`config.mk`:
```
export PLATFORM = sky130hd
export DESIGN_NAME = scancode_line_editor_unit_flat
export DESIGN_NICKNAME = d
export VERILOG_FILES = /design/src/rtl/sle_pkg.sv /design/src/rtl/sle_if.sv /design/src/rtl/sle_keymap.sv /design/src/rtl/sle_text_ram.sv /design/src/rtl/sle_ctrl.sv /design/src/rtl/scancode_line_editor_unit.sv /design/src/flat_wrapper.sv
export SDC_FILE = /design/constraint.sdc
export NUM_CORES = 2
export LEC_CHECK = 0
export BUFFER_PORTS_ARGS = -buffer_cell sky130_fd_sc_hd__buf_2
export CELL_PAD_IN_SITES_DETAIL_PLACEMENT = 1
export CELL_PAD_IN_SITES_GLOBAL_PLACEMENT = 1
export CORE_ASPECT_RATIO = 1.1
export CORE_MARGIN = 2
export CORE_UTILIZATION = 55
export CTS_BUF_LIST = sky130_fd_sc_hd__clkbuf_16
export DETAILED_ROUTE_END_ITERATION = 10
export MAX_ROUTING_LAYER = met4
export PLACE_DENSITY = 0.86
export SLEW_MARGIN = 5
export SYNTH_ARGS = -nofsm -noshare
export SYNTH_HDL_FRONTEND = slang
export SYNTH_HIERARCHICAL = 1
export SYNTH_SLANG_ARGS = --single-unit
```
`constraint.sdc`:
```
create_clock -name clk -period 10.64 [get_ports clk]
set_input_delay 2.128 -clock clk [delete_from_list [all_inputs] [get_ports clk]]
set_output_delay 2.128 -clock clk [all_outputs]
set_load 0.01 [all_outputs]
```
`src/rtl/sle_pkg.sv`:
```
`timescale 1ns / 1ps
// ----------------------------------------------------------------------------
// sle_pkg
// Shared types and constants of the scancode line editor.
// ----------------------------------------------------------------------------
package sle_pkg;

	localparam int CUR_W  = 6;
	localparam int LEN_W  = 7;
	localparam int CHAR_W = 8;
	localparam int CODE_W = 8;
	localparam int KIDX_W = 7;
	localparam int HOLD_W = 5;
	localparam int RD_W   = 5;

	localparam logic [CODE_W-1:0] CODE_ESC     = 8'd1;
	localparam logic [CODE_W-1:0] CODE_BACK    = 8'd14;
	localparam logic [CODE_W-1:0] CODE_ENTER   = 8'd28;
	localparam logic [CODE_W-1:0] CODE_LSHIFT  = 8'd42;
	localparam logic [CODE_W-1:0] CODE_RSHIFT  = 8'd54;
	localparam logic [CODE_W-1:0] CODE_MAPMAX  = 8'd57;
	localparam logic [CODE_W-1:0] CODE_LEFT    = 8'd75;
	localparam logic [CODE_W-1:0] CODE_RIGHT   = 8'd77;
	localparam logic [CODE_W-1:0] CODE_DEL     = 8'd83;
	localparam logic [CODE_W-1:0] CODE_RESEND  = 8'd224;
	localparam logic [CODE_W-1:0] CODE_RELEASE = 8'd128;
	localparam logic [CODE_W-1:0] CODE_LSHIFT_UP = CODE_LSHIFT + CODE_RELEASE;
	localparam logic [CODE_W-1:0] CODE_RSHIFT_UP = CODE_RSHIFT + CODE_RELEASE;

	localparam logic [HOLD_W-1:0] HOLD_TOP     = 5'd16;
	localparam logic [CHAR_W-1:0] CHAR_NEWLINE = 8'd10;
	localparam logic [RD_W-1:0]   REPEAT_RESET = 5'd15;

	localparam int REG_ADDR_W = 3;
	localparam logic REG_IDX_REPEAT = 1'b0;

	typedef enum logic [3:0] {
		K_IGNORE  = 4'd0,
		K_INSERT  = 4'd1,
		K_LEFT    = 4'd2,
		K_RIGHT   = 4'd3,
		K_BACK    = 4'd4,
		K_DELETE  = 4'd5,
		K_FULL    = 4'd6,
		K_LINECH  = 4'd7,
		K_EMPTY   = 4'd8,
		K_MAPWR   = 4'd9
	} kind_t;

	typedef enum logic [3:0] {
		A_MAP, A_NONE, A_SHIFT_ON, A_SHIFT_OFF, A_LEFT, A_RIGHT,
		A_BACK, A_DEL, A_ESC, A_ENTER, A_KEY
	} action_t;

	typedef enum logic [2:0] {
		ST_IDLE, ST_KMAP, ST_INS, ST_INS_WR, ST_REM, ST_EMIT, ST_NL, ST_RESULT
	} state_t;

	typedef struct packed {
		kind_t             kind;
		logic [CHAR_W-1:0] char_value;
		logic [CUR_W-1:0]  cursor;
		logic [LEN_W-1:0]  line_length;
		logic              last;
	} res_t;

	typedef struct packed {
		logic              we;
		logic [KIDX_W-1:0] waddr;
		logic [CHAR_W-1:0] wdata;
		logic              re;
		logic [KIDX_W-1:0] raddr;
	} km_req_t;

	typedef struct packed {
		logic              we;
		logic [CUR_W-1:0]  waddr;
		logic [CHAR_W-1:0] wdata;
		logic              re;
		logic [CUR_W-1:0]  raddr;
	} tx_req_t;

endpackage

```
`src/rtl/sle_if.sv`:
```
`timescale 1ns / 1ps
// ----------------------------------------------------------------------------
// sle_if
// Request and result channels of the line editor.
// ----------------------------------------------------------------------------
interface sle_req_if
	import sle_pkg::*;
();
	logic              valid;
	logic              ready;
	logic              req_type;
	logic [KIDX_W-1:0] map_index;
	logic [CHAR_W-1:0] map_char;
	logic [CODE_W-1:0] scancode;

	modport source (output valid, req_type, map_index, map_char, scancode, input ready);
	modport sink (input valid, req_type, map_index, map_char, scancode, output ready);
endinterface

interface sle_rsp_if
	import sle_pkg::*;
();
	logic              valid;
	logic              ready;
	logic [3:0]        kind;
	logic [CHAR_W-1:0] char_value;
	logic [CUR_W-1:0]  cursor;
	logic [LEN_W-1:0]  line_length;
	logic              last;

	modport source (output valid, kind, char_value, cursor, line_length, last, input ready);
	modport sink (input valid, kind, char_value, cursor, line_length, last, output ready);
endinterface

```
`src/rtl/sle_keymap.sv`:
```
`timescale 1ns / 1ps
// ----------------------------------------------------------------------------
// sle_keymap
// Keymap memory, one write and one registered read per cycle; entries never
// written read as zero.
// ----------------------------------------------------------------------------
module sle_keymap
	import sle_pkg::*;
#(
	parameter int KEYMAP_DEPTH = 128
) (
	input  logic              clk,
	input  logic              arst_n,
	input  km_req_t           req,
	output logic [CHAR_W-1:0] rdata
);
	localparam int KW = $clog2(KEYMAP_DEPTH);

	logic [CHAR_W-1:0]       mem [KEYMAP_DEPTH];
	logic [KEYMAP_DEPTH-1:0] valid_q;
	logic [CHAR_W-1:0]       rdata_q;
	logic                    rvalid_q;
	logic                    wr_ok;
	logic                    rd_ok;

	assign wr_ok = req.we && (int'(req.waddr) < KEYMAP_DEPTH);
	assign rd_ok = req.re && (int'(req.raddr) < KEYMAP_DEPTH);

	always_ff @(posedge clk) begin
		if (wr_ok) begin
			mem[req.waddr[KW-1:0]] <= req.wdata;
		end
		if (rd_ok) begin
			rdata_q <= mem[req.raddr[KW-1:0]];
		end
	end

	// entries beyond the depth read as zero
	always_ff @(posedge clk or negedge arst_n) begin
		if (!arst_n) begin
			valid_q  <= '0;
			rvalid_q <= 1'b0;
		end else begin
			if (wr_ok) begin
				valid_q[req.waddr[KW-1:0]] <= 1'b1;
			end
			if (req.re) begin
				rvalid_q <= rd_ok && valid_q[req.raddr[KW-1:0]];
			end
		end
	end

	assign rdata = rvalid_q ? rdata_q : '0;
endmodule

```
`src/rtl/sle_text_ram.sv`:
```
`timescale 1ns / 1ps
// ----------------------------------------------------------------------------
// sle_text_ram
// Edit line storage, one write and one registered read per cycle.
// ----------------------------------------------------------------------------
module sle_text_ram
	import sle_pkg::*;
#(
	parameter int TEXT_MAX = 63
) (
	input  logic              clk,
	input  tx_req_t           req,
	output logic [CHAR_W-1:0] rdata
);
	localparam int AW = $clog2(TEXT_MAX);

	logic [CHAR_W-1:0] mem [TEXT_MAX];
	logic [CHAR_W-1:0] rdata_q;

	always_ff @(posedge clk) begin
		if (req.we) begin
			mem[req.waddr[AW-1:0]] <= req.wdata;
		end
		if (req.re) begin
			rdata_q <= mem[req.raddr[AW-1:0]];
		end
	end

	assign rdata = rdata_q;
endmodule

```
`src/rtl/sle_ctrl.sv`:
```
`timescale 1ns / 1ps
// ----------------------------------------------------------------------------
// sle_ctrl
// Poll decode, edit sequencer over the line memory, and result register.
// ----------------------------------------------------------------------------
module sle_ctrl
	import sle_pkg::*;
#(
	parameter int TEXT_MAX = 63
) (
	input  logic              clk,
	input  logic              arst_n,
	input  logic [RD_W-1:0]   repeat_delay,
	sle_req_if.sink           req,
	sle_rsp_if.source         rsp,
	output km_req_t           km_req,
	input  logic [CHAR_W-1:0] km_rdata,
	output tx_req_t           tx_req,
	input  logic [CHAR_W-1:0] tx_rdata
);
	state_t state_q, state_d;

	logic [CODE_W-1:0] last_good_q, last_good_d;
	logic [CODE_W-1:0] prev_q, prev_d;
	logic [HOLD_W-1:0] hold_q, hold_d;
	logic              shift_q, shift_d;
	logic [CUR_W-1:0]  len_q, len_d;
	logic [CUR_W-1:0]  cur_q, cur_d;
	logic [CUR_W-1:0]  ptr_q, ptr_d;
	logic [CHAR_W-1:0] ch_q, ch_d;
	kind_t             kind_q, kind_d;
	logic              nl_q, nl_d;
	res_t              res_q, res_d;
	logic              ovalid_q;
	res_t              ores_q;

	logic              can_push, acc, push;
	res_t              push_res;
	logic [CODE_W-1:0] sc;
	logic              resend;
	logic [HOLD_W-1:0] hold_n;
	logic              act;
	action_t           action;
	logic [CUR_W-1:0]  rem_cur;
	logic              rem_move;
	logic [LEN_W-1:0]  total;
	logic              ptr_at_len;

	assign can_push = !ovalid_q || rsp.ready;
	assign req.ready = (state_q == ST_IDLE) && can_push;
	assign acc = req.valid && req.ready;
	assign total = {1'b0, len_q} + LEN_W'(nl_q);
	assign ptr_at_len = ({1'b0, ptr_q} + 7'd1) == {1'b0, len_q};

	// poll decode
	always_comb begin
		resend = (req.scancode == CODE_RESEND) || (req.scancode == '0);
		sc = resend ? last_good_q : req.scancode;
		if (sc != prev_q) begin
			hold_n = '0;
		end else if (hold_q >= HOLD_TOP) begin
			hold_n = HOLD_TOP - 5'd1;
		end else begin
			hold_n = hold_q + 5'd1;
		end
		act = !(hold_n[0] || (hold_n != '0 && hold_n < repeat_delay));
		rem_cur = (sc == CODE_BACK) ? cur_q - 6'd1 : cur_q;
		rem_move = ({1'b0, rem_cur} + 7'd1) < {1'b0, len_q};
		priority if (!req.req_type) begin
			action = A_MAP;
		end else if (sc == CODE_ENTER) begin
			action = A_ENTER;
		end else if (!act) begin
			action = A_NONE;
		end else if (sc == CODE_LSHIFT || sc == CODE_RSHIFT) begin
			action = A_SHIFT_ON;
		end else if (sc == CODE_LSHIFT_UP || sc == CODE_RSHIFT_UP) begin
			action = A_SHIFT_OFF;
		end else if (sc == CODE_LEFT) begin
			action = (cur_q == '0) ? A_NONE : A_LEFT;
		end else if (sc == CODE_RIGHT) begin
			action = (cur_q >= len_q) ? A_NONE : A_RIGHT;
		end else if (sc == CODE_BACK) begin
			action = (cur_q == '0) ? A_NONE : A_BACK;
		end else if (sc == CODE_DEL) begin
			action = (cur_q >= len_q) ? A_NONE : A_DEL;
		end else if (sc == CODE_ESC) begin
			action = A_ESC;
		end else if (sc <= CODE_MAPMAX) begin
			action = A_KEY;
		end else begin
			action = A_NONE;
		end
	end

	// next state
	always_comb begin
		state_d = state_q;
		unique case (state_q)
			ST_IDLE: begin
				if (acc) begin
					unique case (action)
						A_KEY: state_d = ST_KMAP;
						A_BACK, A_DEL: state_d = rem_move ? ST_REM : ST_IDLE;
						A_ESC, A_ENTER: state_d = (len_q != '0) ? ST_EMIT : ST_IDLE;
						default: state_d = ST_IDLE;
					endcase
				end
			end
			ST_KMAP: begin
				if (km_rdata == '0 || int'(len_q) >= TEXT_MAX) begin
					state_d = ST_RESULT;
				end else begin
					state_d = (len_q != cur_q) ? ST_INS : ST_INS_WR;
				end
			end
			ST_INS: if (ptr_q == cur_q) state_d = ST_INS_WR;
			ST_INS_WR: state_d = ST_RESULT;
			ST_REM: if (ptr_at_len) state_d = ST_RESULT;
			ST_EMIT: begin
				if (can_push && ptr_at_len) begin
					state_d = nl_q ? ST_NL : ST_IDLE;
				end
			end
			ST_NL: if (can_push) state_d = ST_IDLE;
			ST_RESULT: if (can_push) state_d = ST_IDLE;
			default: state_d = ST_IDLE;
		endcase
	end

	// datapath and memory requests
	always_comb begin
		last_good_d = last_good_q;
		prev_d = prev_q;
		hold_d = hold_q;
		shift_d = shift_q;
		len_d = len_q;
		cur_d = cur_q;
		ptr_d = ptr_q;
		ch_d = ch_q;
		kind_d = kind_q;
		nl_d = nl_q;
		res_d = res_q;
		km_req = '0;
		tx_req = '0;
		push = 1'b0;
		push_res = '{kind: K_IGNORE, char_value: '0, cursor: cur_q,
			line_length: {1'b0, len_q}, last: 1'b1};
		unique case (state_q)
			ST_IDLE: begin
				if (acc) begin
					if (action != A_MAP) begin
						last_good_d = resend ? last_good_q : req.scancode;
						prev_d = sc;
						hold_d = hold_n;
					end
					unique case (action)
						A_MAP: begin
							km_req.we = 1'b1;
							km_req.waddr = req.map_index;
							km_req.wdata = req.map_char;
							push = 1'b1;
							push_res.kind = K_MAPWR;
							push_res.char_value = req.map_char;
						end
						A_NONE: push = 1'b1;
						A_SHIFT_ON: begin
							shift_d = 1'b1;
							push = 1'b1;
						end
						A_SHIFT_OFF: begin
							shift_d = 1'b0;
							push = 1'b1;
						end
						A_LEFT: begin
							cur_d = cur_q - 6'd1;
							push = 1'b1;
							push_res.kind = K_LEFT;
							push_res.cursor = cur_d;
						end
						A_RIGHT: begin
							cur_d = cur_q + 6'd1;
							push = 1'b1;
							push_res.kind = K_RIGHT;
							push_res.cursor = cur_d;
						end
						A_BACK, A_DEL: begin
							cur_d = rem_cur;
							kind_d = (action == A_BACK) ? K_BACK : K_DELETE;
							if (rem_move) begin
								tx_req.re = 1'b1;
								tx_req.raddr = rem_cur + 6'd1;
								ptr_d = rem_cur + 6'd1;
							end else begin
								len_d = len_q - 6'd1;
								push = 1'b1;
								push_res.kind = kind_d;
								push_res.cursor = rem_cur;
								push_res.line_length = {1'b0, len_d};
							end
						end
						A_ESC, A_ENTER: begin
							last_good_d = '0;
							prev_d = '0;
							hold_d = '0;
							shift_d = 1'b0;
							nl_d = (action == A_ENTER);
							if (len_q != '0) begin
								tx_req.re = 1'b1;
								tx_req.raddr = '0;
								ptr_d = '0;
							end else begin
								push = 1'b1;
								push_res.cursor = '0;
								if (action == A_ENTER) begin
									push_res.kind = K_LINECH;
									push_res.char_value = CHAR_NEWLINE;
									push_res.line_length = 7'd1;
								end else begin
									push_res.kind = K_EMPTY;
									push_res.line_length = '0;
								end
							end
						end
						A_KEY: begin
							km_req.re = 1'b1;
							km_req.raddr = {sc[KIDX_W-2:0], shift_q};
						end
						default: ;
					endcase
				end
			end
			ST_KMAP: begin
				res_d = '{kind: K_IGNORE, char_value: '0, cursor: cur_q,
					line_length: {1'b0, len_q}, last: 1'b1};
				if (km_rdata == '0) begin
					res_d.kind = K_IGNORE;
				end else if (int'(len_q) >= TEXT_MAX) begin
					res_d.kind = K_FULL;
					res_d.char_value = km_rdata;
				end else begin
					ch_d = km_rdata;
					if (len_q != cur_q) begin
						tx_req.re = 1'b1;
						tx_req.raddr = len_q - 6'd1;
						ptr_d = len_q - 6'd1;
					end
				end
			end
			ST_INS: begin
				// shift right: write the entry read last cycle one place up
				tx_req.we = 1'b1;
				tx_req.waddr = ptr_q + 6'd1;
				tx_req.wdata = tx_rdata;
				if (ptr_q != cur_q) begin
					tx_req.re = 1'b1;
					tx_req.raddr = ptr_q - 6'd1;
					ptr_d = ptr_q - 6'd1;
				end
			end
			ST_INS_WR: begin
				tx_req.we = 1'b1;
				tx_req.waddr = cur_q;
				tx_req.wdata = ch_q;
				cur_d = cur_q + 6'd1;
				len_d = len_q + 6'd1;
				res_d = '{kind: K_INSERT, char_value: ch_q, cursor: cur_d,
					line_length: {1'b0, len_d}, last: 1'b1};
			end
			ST_REM: begin
				// shift left: write the entry read last cycle one place down
				tx_req.we = 1'b1;
				tx_req.waddr = ptr_q - 6'd1;
				tx_req.wdata = tx_rdata;
				if (ptr_at_len) begin
					len_d = len_q - 6'd1;
					res_d = '{kind: kind_q, char_value: '0, cursor: cur_q,
						line_length: {1'b0, len_d}, last: 1'b1};
				end else begin
					tx_req.re = 1'b1;
					tx_req.raddr = ptr_q + 6'd1;
					ptr_d = ptr_q + 6'd1;
				end
			end
			ST_EMIT: begin
				if (can_push) begin
					push = 1'b1;
					push_res = '{kind: K_LINECH, char_value: tx_rdata, cursor: '0,
						line_length: total,
						last: ({1'b0, ptr_q} + 7'd1) == total};
					if (ptr_at_len) begin
						if (!nl_q) begin
							len_d = '0;
							cur_d = '0;
						end
					end else begin
						tx_req.re = 1'b1;
						tx_req.raddr = ptr_q + 6'd1;
						ptr_d = ptr_q + 6'd1;
					end
				end
			end
			ST_NL: begin
				if (can_push) begin
					push = 1'b1;
					push_res = '{kind: K_LINECH, char_value: CHAR_NEWLINE, cursor: '0,
						line_length: total, last: 1'b1};
					len_d = '0;
					cur_d = '0;
				end
			end
			ST_RESULT: begin
				if (can_push) begin
					push = 1'b1;
					push_res = res_q;
				end
			end
			default: ;
		endcase
	end

	always_ff @(posedge clk or negedge arst_n) begin
		if (!arst_n) begin
			state_q <= ST_IDLE;
			last_good_q <= '0;
			prev_q <= '0;
			hold_q <= '0;
			shift_q <= 1'b0;
			len_q <= '0;
			cur_q <= '0;
			ovalid_q <= 1'b0;
		end else begin
			state_q <= state_d;
			last_good_q <= last_good_d;
			prev_q <= prev_d;
			hold_q <= hold_d;
			shift_q <= shift_d;
			len_q <= len_d;
			cur_q <= cur_d;
			if (push) begin
				ovalid_q <= 1'b1;
			end else if (rsp.ready) begin
				ovalid_q <= 1'b0;
			end
		end
	end

	always_ff @(posedge clk) begin
		ptr_q <= ptr_d;
		ch_q <= ch_d;
		kind_q <= kind_d;
		nl_q <= nl_d;
		res_q <= res_d;
		if (push) begin
			ores_q <= push_res;
		end
	end

	assign rsp.valid = ovalid_q;
	assign rsp.kind = ores_q.kind;
	assign rsp.char_value = ores_q.char_value;
	assign rsp.cursor = ores_q.cursor;
	assign rsp.line_length = ores_q.line_length;
	assign rsp.last = ores_q.last;
endmodule

```
`src/rtl/scancode_line_editor_unit.sv`:
```
`timescale 1ns / 1ps
// Keymap writes and simple polls present their result in the cycle after accept.
// Key insert: keymap read, shift-right walk, insert write and result states.
// Backspace/delete: shift-left walk, result. Line out: one char per cycle unless
// the result channel stalls, newline after. New requests are taken only in idle.
// Reset clears edit state, keymap valid bits and sets repeat_delay to 15;
// line storage is not cleared.
// ----------------------------------------------------------------------------
// scancode_line_editor_unit
// Keyboard poll line editor with APB register port for the repeat delay.
// ----------------------------------------------------------------------------
module scancode_line_editor_unit
	import sle_pkg::*;
#(
	parameter int TEXT_MAX = 63,
	parameter int KEYMAP_DEPTH = 128
) (
	input  logic                  clk,
	input  logic                  arst_n,
	sle_req_if.sink               req_ch,
	sle_rsp_if.source             rsp_ch,
	input  logic                  psel,
	input  logic                  penable,
	input  logic                  pwrite,
	input  logic [REG_ADDR_W-1:0] paddr,
	input  logic [31:0]           pwdata,
	output logic [31:0]           prdata,
	output logic                  pready
);
	logic [RD_W-1:0]   repeat_delay_q;
	km_req_t           km_req;
	tx_req_t           tx_req;
	logic [CHAR_W-1:0] km_rdata;
	logic [CHAR_W-1:0] tx_rdata;
	logic              reg_hit;

	assign pready = 1'b1;
	assign reg_hit = (paddr[REG_ADDR_W-1] == REG_IDX_REPEAT);

	always_ff @(posedge clk or negedge arst_n) begin
		if (!arst_n) begin
			repeat_delay_q <= REPEAT_RESET;
		end else if (psel && penable && pwrite && reg_hit) begin
			repeat_delay_q <= pwdata[RD_W-1:0];
		end
	end

	assign prdata = reg_hit ? {{(32 - RD_W){1'b0}}, repeat_delay_q} : '0;

	sle_ctrl #(.TEXT_MAX(TEXT_MAX)) u_ctrl (
		.clk(clk),
		.arst_n(arst_n),
		.repeat_delay(repeat_delay_q),
		.req(req_ch),
		.rsp(rsp_ch),
		.km_req(km_req),
		.km_rdata(km_rdata),
		.tx_req(tx_req),
		.tx_rdata(tx_rdata)
	);

	sle_keymap #(.KEYMAP_DEPTH(KEYMAP_DEPTH)) u_keymap (
		.clk(clk),
		.arst_n(arst_n),
		.req(km_req),
		.rdata(km_rdata)
	);

	sle_text_ram #(.TEXT_MAX(TEXT_MAX)) u_text (
		.clk(clk),
		.req(tx_req),
		.rdata(tx_rdata)
	);
endmodule

```
`src/flat_wrapper.sv`:
```
// flat-port wrapper written by rule: the top's interface ports become plain ports
module scancode_line_editor_unit_flat import sle_pkg::*;
#(
	parameter int TEXT_MAX = 63,
	parameter int KEYMAP_DEPTH = 128
)
  (clk, arst_n, psel, penable, pwrite, paddr, pwdata, prdata, pready, req_ch_valid, req_ch_req_type, req_ch_map_index, req_ch_map_char, req_ch_scancode, req_ch_ready, rsp_ch_valid, rsp_ch_kind, rsp_ch_char_value, rsp_ch_cursor, rsp_ch_line_length, rsp_ch_last, rsp_ch_ready);
  sle_req_if req_ch_i ();
  sle_rsp_if rsp_ch_i ();
  input  logic clk;
  input  logic arst_n;
  input  logic psel;
  input  logic penable;
  input  logic pwrite;
  input  logic [REG_ADDR_W-1:0] paddr;
  input  logic [31:0] pwdata;
  output logic [31:0] prdata;
  output logic pready;
  input wire logic [$bits(req_ch_i.valid)-1:0] req_ch_valid;
  input wire logic [$bits(req_ch_i.req_type)-1:0] req_ch_req_type;
  input wire logic [$bits(req_ch_i.map_index)-1:0] req_ch_map_index;
  input wire logic [$bits(req_ch_i.map_char)-1:0] req_ch_map_char;
  input wire logic [$bits(req_ch_i.scancode)-1:0] req_ch_scancode;
  output wire logic [$bits(req_ch_i.ready)-1:0] req_ch_ready;
  output wire logic [$bits(rsp_ch_i.valid)-1:0] rsp_ch_valid;
  output wire logic [$bits(rsp_ch_i.kind)-1:0] rsp_ch_kind;
  output wire logic [$bits(rsp_ch_i.char_value)-1:0] rsp_ch_char_value;
  output wire logic [$bits(rsp_ch_i.cursor)-1:0] rsp_ch_cursor;
  output wire logic [$bits(rsp_ch_i.line_length)-1:0] rsp_ch_line_length;
  output wire logic [$bits(rsp_ch_i.last)-1:0] rsp_ch_last;
  input wire logic [$bits(rsp_ch_i.ready)-1:0] rsp_ch_ready;
  assign req_ch_i.valid = req_ch_valid;
  assign req_ch_i.req_type = req_ch_req_type;
  assign req_ch_i.map_index = req_ch_map_index;
  assign req_ch_i.map_char = req_ch_map_char;
  assign req_ch_i.scancode = req_ch_scancode;
  assign req_ch_ready = req_ch_i.ready;
  assign rsp_ch_valid = rsp_ch_i.valid;
  assign rsp_ch_kind = rsp_ch_i.kind;
  assign rsp_ch_char_value = rsp_ch_i.char_value;
  assign rsp_ch_cursor = rsp_ch_i.cursor;
  assign rsp_ch_line_length = rsp_ch_i.line_length;
  assign rsp_ch_last = rsp_ch_i.last;
  assign rsp_ch_i.ready = rsp_ch_ready;
  scancode_line_editor_unit #(.TEXT_MAX(TEXT_MAX), .KEYMAP_DEPTH(KEYMAP_DEPTH)) u_core (.clk(clk), .arst_n(arst_n), .req_ch(req_ch_i), .rsp_ch(rsp_ch_i), .psel(psel), .penable(penable), .pwrite(pwrite), .paddr(paddr), .pwdata(pwdata), .prdata(prdata), .pready(pready));
endmodule
```
---- Yosys cells after proc, flatten, opt, wreduce, memory -nomap -nowiden ----
Memory sizes are Yosys's and may differ from the RTL's. A register that Yosys moved wholly into a read port is not among the register bits.
Cells that the tools add are included.
storage, ports and cells
  register bits ........................... 235
  latch bits .............................. 0
  memory bits (writable) .................. 1528
  bits in read-only memories .............. 0
  input port bits ......................... 66
  logic and storage cells ................. 265
  memories kept ........................... 2
memories
  memory               depth  bits a word  read ports  clocked after memory_dff  wr ports  RTL line            source
  u_core.u_keymap.mem  128    8            1           1                         1         sle_keymap.sv:19    logic [CHAR_W-1:0] mem [KEYMAP_DEPTH];
  u_core.u_text.mem    63     8            1           1                         1         sle_text_ram.sv:17  logic [CHAR_W-1:0] mem [TEXT_MAX];
operators by class
  add/sub/neg operators ................... 11
  multiply operators ...................... 0
  div/mod/pow operators ................... 0
  magnitude comparators ................... 9
  equal/unequal tests ..................... 53
  shifts and indexed selects .............. 0
  multiplexer cells ....................... 115
  bitwise gates (word level) .............. 4
  reductions and logical operators ........ 47
operator list
  cell                                                  count
  OR 128 bit                                            1
  2-to-1 mux 6 bit                                      19
  2-to-1 mux 25 bit                                     4
  one-hot mux 25 bit (4 select lines)                   1
  one-hot mux 26 bit (3 select lines)                   1
  2-to-1 mux 7 bit                                      9
  one-hot mux 6 bit (5 select lines)                    2
  2-to-1 mux 4 bit                                      14
  2-to-1 mux 26 bit                                     2
  2-to-1 mux 24 bit                                     2
  2-to-1 mux 8 bit                                      6
  one-hot mux 6 bit (4 select lines)                    2
  one-hot mux 15 bit (3 select lines)                   1
  2-to-1 mux 3 bit                                      14
  one-hot mux 7 bit (5 select lines)                    1
  one-hot mux 7 bit (2 select lines)                    2
  inequality test 2 bit (second input constant)         13
  2-to-1 mux 5 bit                                      5
  adder 6 x 1 -> 6 bit (second input constant)          4
  equality test 8 x 7 -> 1 bit (second input constant)  3
  equality test 8 bit (second input constant)           3
  one-hot mux 3 bit (7 select lines)                    1
  one-hot mux 4 bit (5 select lines)                    1
  one-hot mux 6 bit (3 select lines)                    1
  65 further kinds                                      127

---- Longest topological paths before layout ----
  word-level depth ........................ 24
  mapped depth ............................ 31
  depth with buffers taken out ............ 23

---- By module ----
The synthesis kept the hierarchy.
by module, submodules not included
  module                     times used  cells an instance  area an instance (µm²)  sequential area each (µm²)
  sle_keymap                 1           2076               45018.2                 34217.8
  sle_text_ram               1           949                19886.6                 15374.7
  sle_ctrl                   1           1011               8333.0                  2702.6
  scancode_line_editor_unit  1           46                 471.7                   130.1

---- Worst setup path after synthesis ----
OpenSTA, ideal clock, no wires.
  path type ............................... input to register
  start point ............................. input req_ch_scancode[2]
  end point ............................... memory u_core.u_keymap.mem[0][3] (data pin)
  arrival time ............................ 7.559 ns
  setup slack ............................. 2.547 ns
  stages on the path ...................... 20
  cells stage by stage .................... buf_2 > or3_1 > buf_2 > a211oi_1 > a21oi_1 > or3_1 > clkbuf_1 > nor2_1 > ha_1 > nor2b_1 > o21a_1 > o21ai_0 > a21oi_1 > o32ai_4 > nor4bb_2 > and2_0 > clkbuf_1 > nor4b_2 > clkbuf_1 > and2_1
RTL lines
  item                RTL line            source
  start: declaration  flat_wrapper.sv:23  input wire logic [$bits(req_ch_i.scancode)-1:0] req_ch_scancode;
  end: declaration    sle_keymap.sv:19

==> results.py <==
metrics = {
    "power": {
        "vdd_drop_max_uv": 229,
        "power_density_mw_per_mm2": 243,
        "p_leak_nw": 26.3,
    },
    "floorplanning": {
        "fp.dieW_um": 353,
        "rows": 140,
        "die_area_sq_mm": 0.137,
        "core_sq_mm": 0.133,
        "fp.dieH_um": 388,
        "ios": 127,
        "initial_core_util_pct": 55.5,
    },
    "synthesis": {
        "synth_top_area_share_pct": 65.5,
        "syn_area_sq_mm": 0.0737,
        "yosysTopAreaCell": "edfxtp_1",
        "synth_common_cells": "edfxtp_1 (1,609), mux4_2 (453), nor2_1 (322)",
        "synth.avg_cell_area_sq_um": 18.1,
        "synth_cell_types": 98,
        "synthArstFlopShare_pct": 9.25,
        "yosys_warnings": 6,
        "synthFlopType": "edfxtp_1",
        "yosysMostFrequentCell": "edfxtp_1",
        "yosysSeqAreaShare_pct": 71.1,
        "synth_edf_count": 1609,
        "synth_cells": 4082,
        "synth_area_leaders": "edfxtp_1 (66%), mux4_2 (14%), dfrtp_1 (5.4%)",
        "ys_ff_latch": 1773,
    },
    "finish": {
        "drive_above_1_share_pct": 25.7,
        "fin_util_pct": 61.9,
        "stdcell_area_sq_mm": 0.0822,
        "syn_to_final_growth_pct": 11.5,
        "nFillCells": 11377,
        "num-nets-final": 4328,
    },
    "sta": {
        "fin_crit_sh_pct": 89.3,
        "max_freq_mhz": 105,
        "fin_crit_ns": 9.50,
        "rsz0062_at_grt": "no",
        "tightest_slew_ns": 1.36,
        "maxSlewHeadroom_pct": 8.67,
        "setup_tns_ns": 0,
        "clock_skew_ns": 0.0513,
        "setup_viol": 0,
        "slew_viol_final": 0,
        "hold_viol_final": 0,
    },
    "clock_network": {
        "h-tree-depth": 4,
        "post_cts_buffers": 0,
        "cts_buffers": 168,
        "clkSinkCount": 1773,
        "clk_path_buf_depth": 3,
        "cts_tree": "yes",
        "clk_pin_slew_ns": 0.06,
        "post_cts_resized": 0,
        "clock_latency_ns": 0.84,
        "holdBufCountCts": 0,
        "cts_root_buf": "clkbuf_16",
    },
    "critical_path": {
        "reg2reg_from": "u_core/u_ctrl/cur_q[0]",
        "cp_slowest_cell": "nor4b_4",
        "critPathLaunchType": "input port",
        "reg2reg_to": "u_core/u_keymap/rvalid_q",
        "critical_path_class": "in -> reg",
        "endpoint_kind": "flop",
        "crit_chain": "buf_2 -> or3_1 -> a211oi_1 -> a21oi_1 -> or3_1 -> nor2_1 -> ha_1 -> nor2b_1 -> o21a_1 -> o21ai_0 -> a21oi_1 -> o32ai_4 -> nor4bb_2 -> buf_4 -> and2_0 -> nor4b_4 -> buf_4 -> and2_1 -> nor2b_1 -> nand2_1 -> nor2_1",
        "r2r_cells": 20,
        "worstPathArrival_ns": 9.92,
        "cp-endpoint": "u_core/u_keymap/mem[19][2]",
        "reg2reg_slack_ns": 2.13,
        "startpoint": "req_ch_scancode[0]",
        "slowest_delay_ns": 1.04,
        "cp_max_fo": 15,
        "critPathRequiredTime_ns": 11.06,
    },
    "worst_hold_path": {
        "whs_path_depth": 1,
        "min_path_type": "reg -> reg",
        "holdCritStartpoint": "u_core/u_keymap/valid_q[123]",
    },
    "global_route": {
        "antenna_found_initial": 6,
        "grt_start_max_net_pins": 95,
        "gr-total-overflow": 0,
        "grt_pass1_wl_um": 327000,
        "first_global_vias": 44843,
        "grt_usage_pct": 34.0,
    },
    "drt": {
        "drt-pass1-iter-count": 6,
        "drc_errors": 0,
        "vias": 43387,
        "wl_um": 224000,
        "wire_per_inst_um": 36.4,
        "routed_via_density": 7.05,
        "drt_iter0_drc": 6340,
        "ant_nets": 0,
    },
    "place": {
        "gp_congestion": 0.922,
        "placed_area_sq_mm": 0.0765,
        "hpwl_um": 129000,
        "place.port_buffers": 69,
    },
    "job": {
        "timing.max_cap.violations": 0,
    },
    "outcome": {
        "status": "complete, no violations",
    },
}
==> where the power goes <==
group | leakage (nW) | internal [W] | switching (W)
Clock | 2.84 | 0.00340 | 0.00279
Sequential | 16.3 | 0.00830 | 0.000220
Combinational | 7.14 | 0.00179 | 0.00345
==> state kept, by name, indices dropped and copies added, names as in the netlist, 7 cells and up <==
register                       count
u_core/u_keymap/mem             1024
u_core/u_text/mem                504
u_core/u_keymap/valid_q          128
u_core/u_ctrl/res_q               23
u_core/u_ctrl/ch_q                 8
u_core/u_ctrl/prev_q               8
u_core/u_ctrl/rsp.char_value       8
u_core/u_keymap/rdata_q            8
u_core/u_text/rdata                8
u_core/u_ctrl/rsp.line_length      7
==> worst min-delay path by stage <==
stage | end | slack, ns
after global routing | u_core/u_keymap/valid_q[28] | 0.49
after detailed placement | u_core/u_keymap/valid_q[41] | 0.45
final | u_core/u_keymap/valid_q[123] | 0.47
after floorplan | u_core/u_keymap/valid_q[96] | 0.43
after global placement | u_core/u_keymap/valid_q[103] | 0.44
after CTS | u_core/u_keymap/valid_q[28] | 0.47
==> routing by layer <==
layer / up-vias / global-route usage [%] / wire length [um] / share of wire, %
met5: - / - / 0 / 0
met4: 0 / 15.4 / 12100 / 5.4
met3: 753 / 6.28 / 23000 / 10
met2: 3390 / 54.3 / 111000 / 50
met1: 22627 / 42.8 / 78000 / 35
li1: 16617 / - / - / -
==> placed cells by master, fill, tap and decap left out, drive strengths merged, types with 10 or more instances in the layout <==
cell,instances
buf,205
ha,28
o221ai,12
nand2,194
or2,138
clkbuf,171
and3,11
mux2,15
nand3,55
dfrtp,160
inv,83
mux4,453
conb,28
o31ai,19
a221o,11
mux2i,73
o211ai,26
o22ai,43
o21ai,80
nand2b,15
a211oi,10
and2,36
xnor2,39
xor2,23
a22oi,33
a31oi,17
nor2b,28
nand4,13
a21oi,89
bufinv,19
nor2,323
nor3,40
a22o,22
nor4,12
a311oi,12
edfxtp,1609
clkinv,87
==> kinds of logic after synthesis <==
group | count (synthesis) | synth area share [%]
adders and majority gates | 28 | 0.475
DFF | 1773 | 71.1
xor gates and xnor gates | 63 | 0.767
AOI/OAI and AO/OA | 468 | 4.49
other | 2 | 0.0102
muxes | 541 | 15.1
and+or+nand+nor | 903 | 5.94
buffers and inverters | 304 | 2.13
==> critical path: cells and delay by family <==
family                   cells  cell delay (ns)
adder cells (fa/ha/maj)      1             0.23
buffers and inverters        3             0.82
AO/OA/AOI/OAI                6             1.49
AND/OR/NAND/NOR             11             5.23
==> final cells by class <==
cell class	instances	area, sq um	share of cell area, %
clock inverters	141	1350	1.65
diodes	4	10.0	0.0122
inverters	54	203	0.247
repair buffers	206	1660	2.02
well taps	1775	2220	2.70
flip-flops and latches	1773	52400	63.8
multi-input cells	2031	20000	24.4
clock buffers	170	4250	5.18
==> metrics by stage <==
| step | setup WS [ns] | hold WS [ns] | power [W] | std cells |
|---|---|---|---|---|
| final | 1.14 | 0.468 | 0.0200 | 6154 |
| after CTS | 1.43 | 0.474 | 0.0199 | 6150 |
| after floorplan | 2.55 | 0.431 | 0.0117 | 4108 |
| after global placement | 1.14 | 0.445 | 0.0134 | 5839 |
| after global routing | 0.918 | 0.488 | 0.0204 | 6154 |
| after detailed placement | 0.987 | 0.455 | 0.0136 | 5839 |
Power figures use the tool's default switching activity.
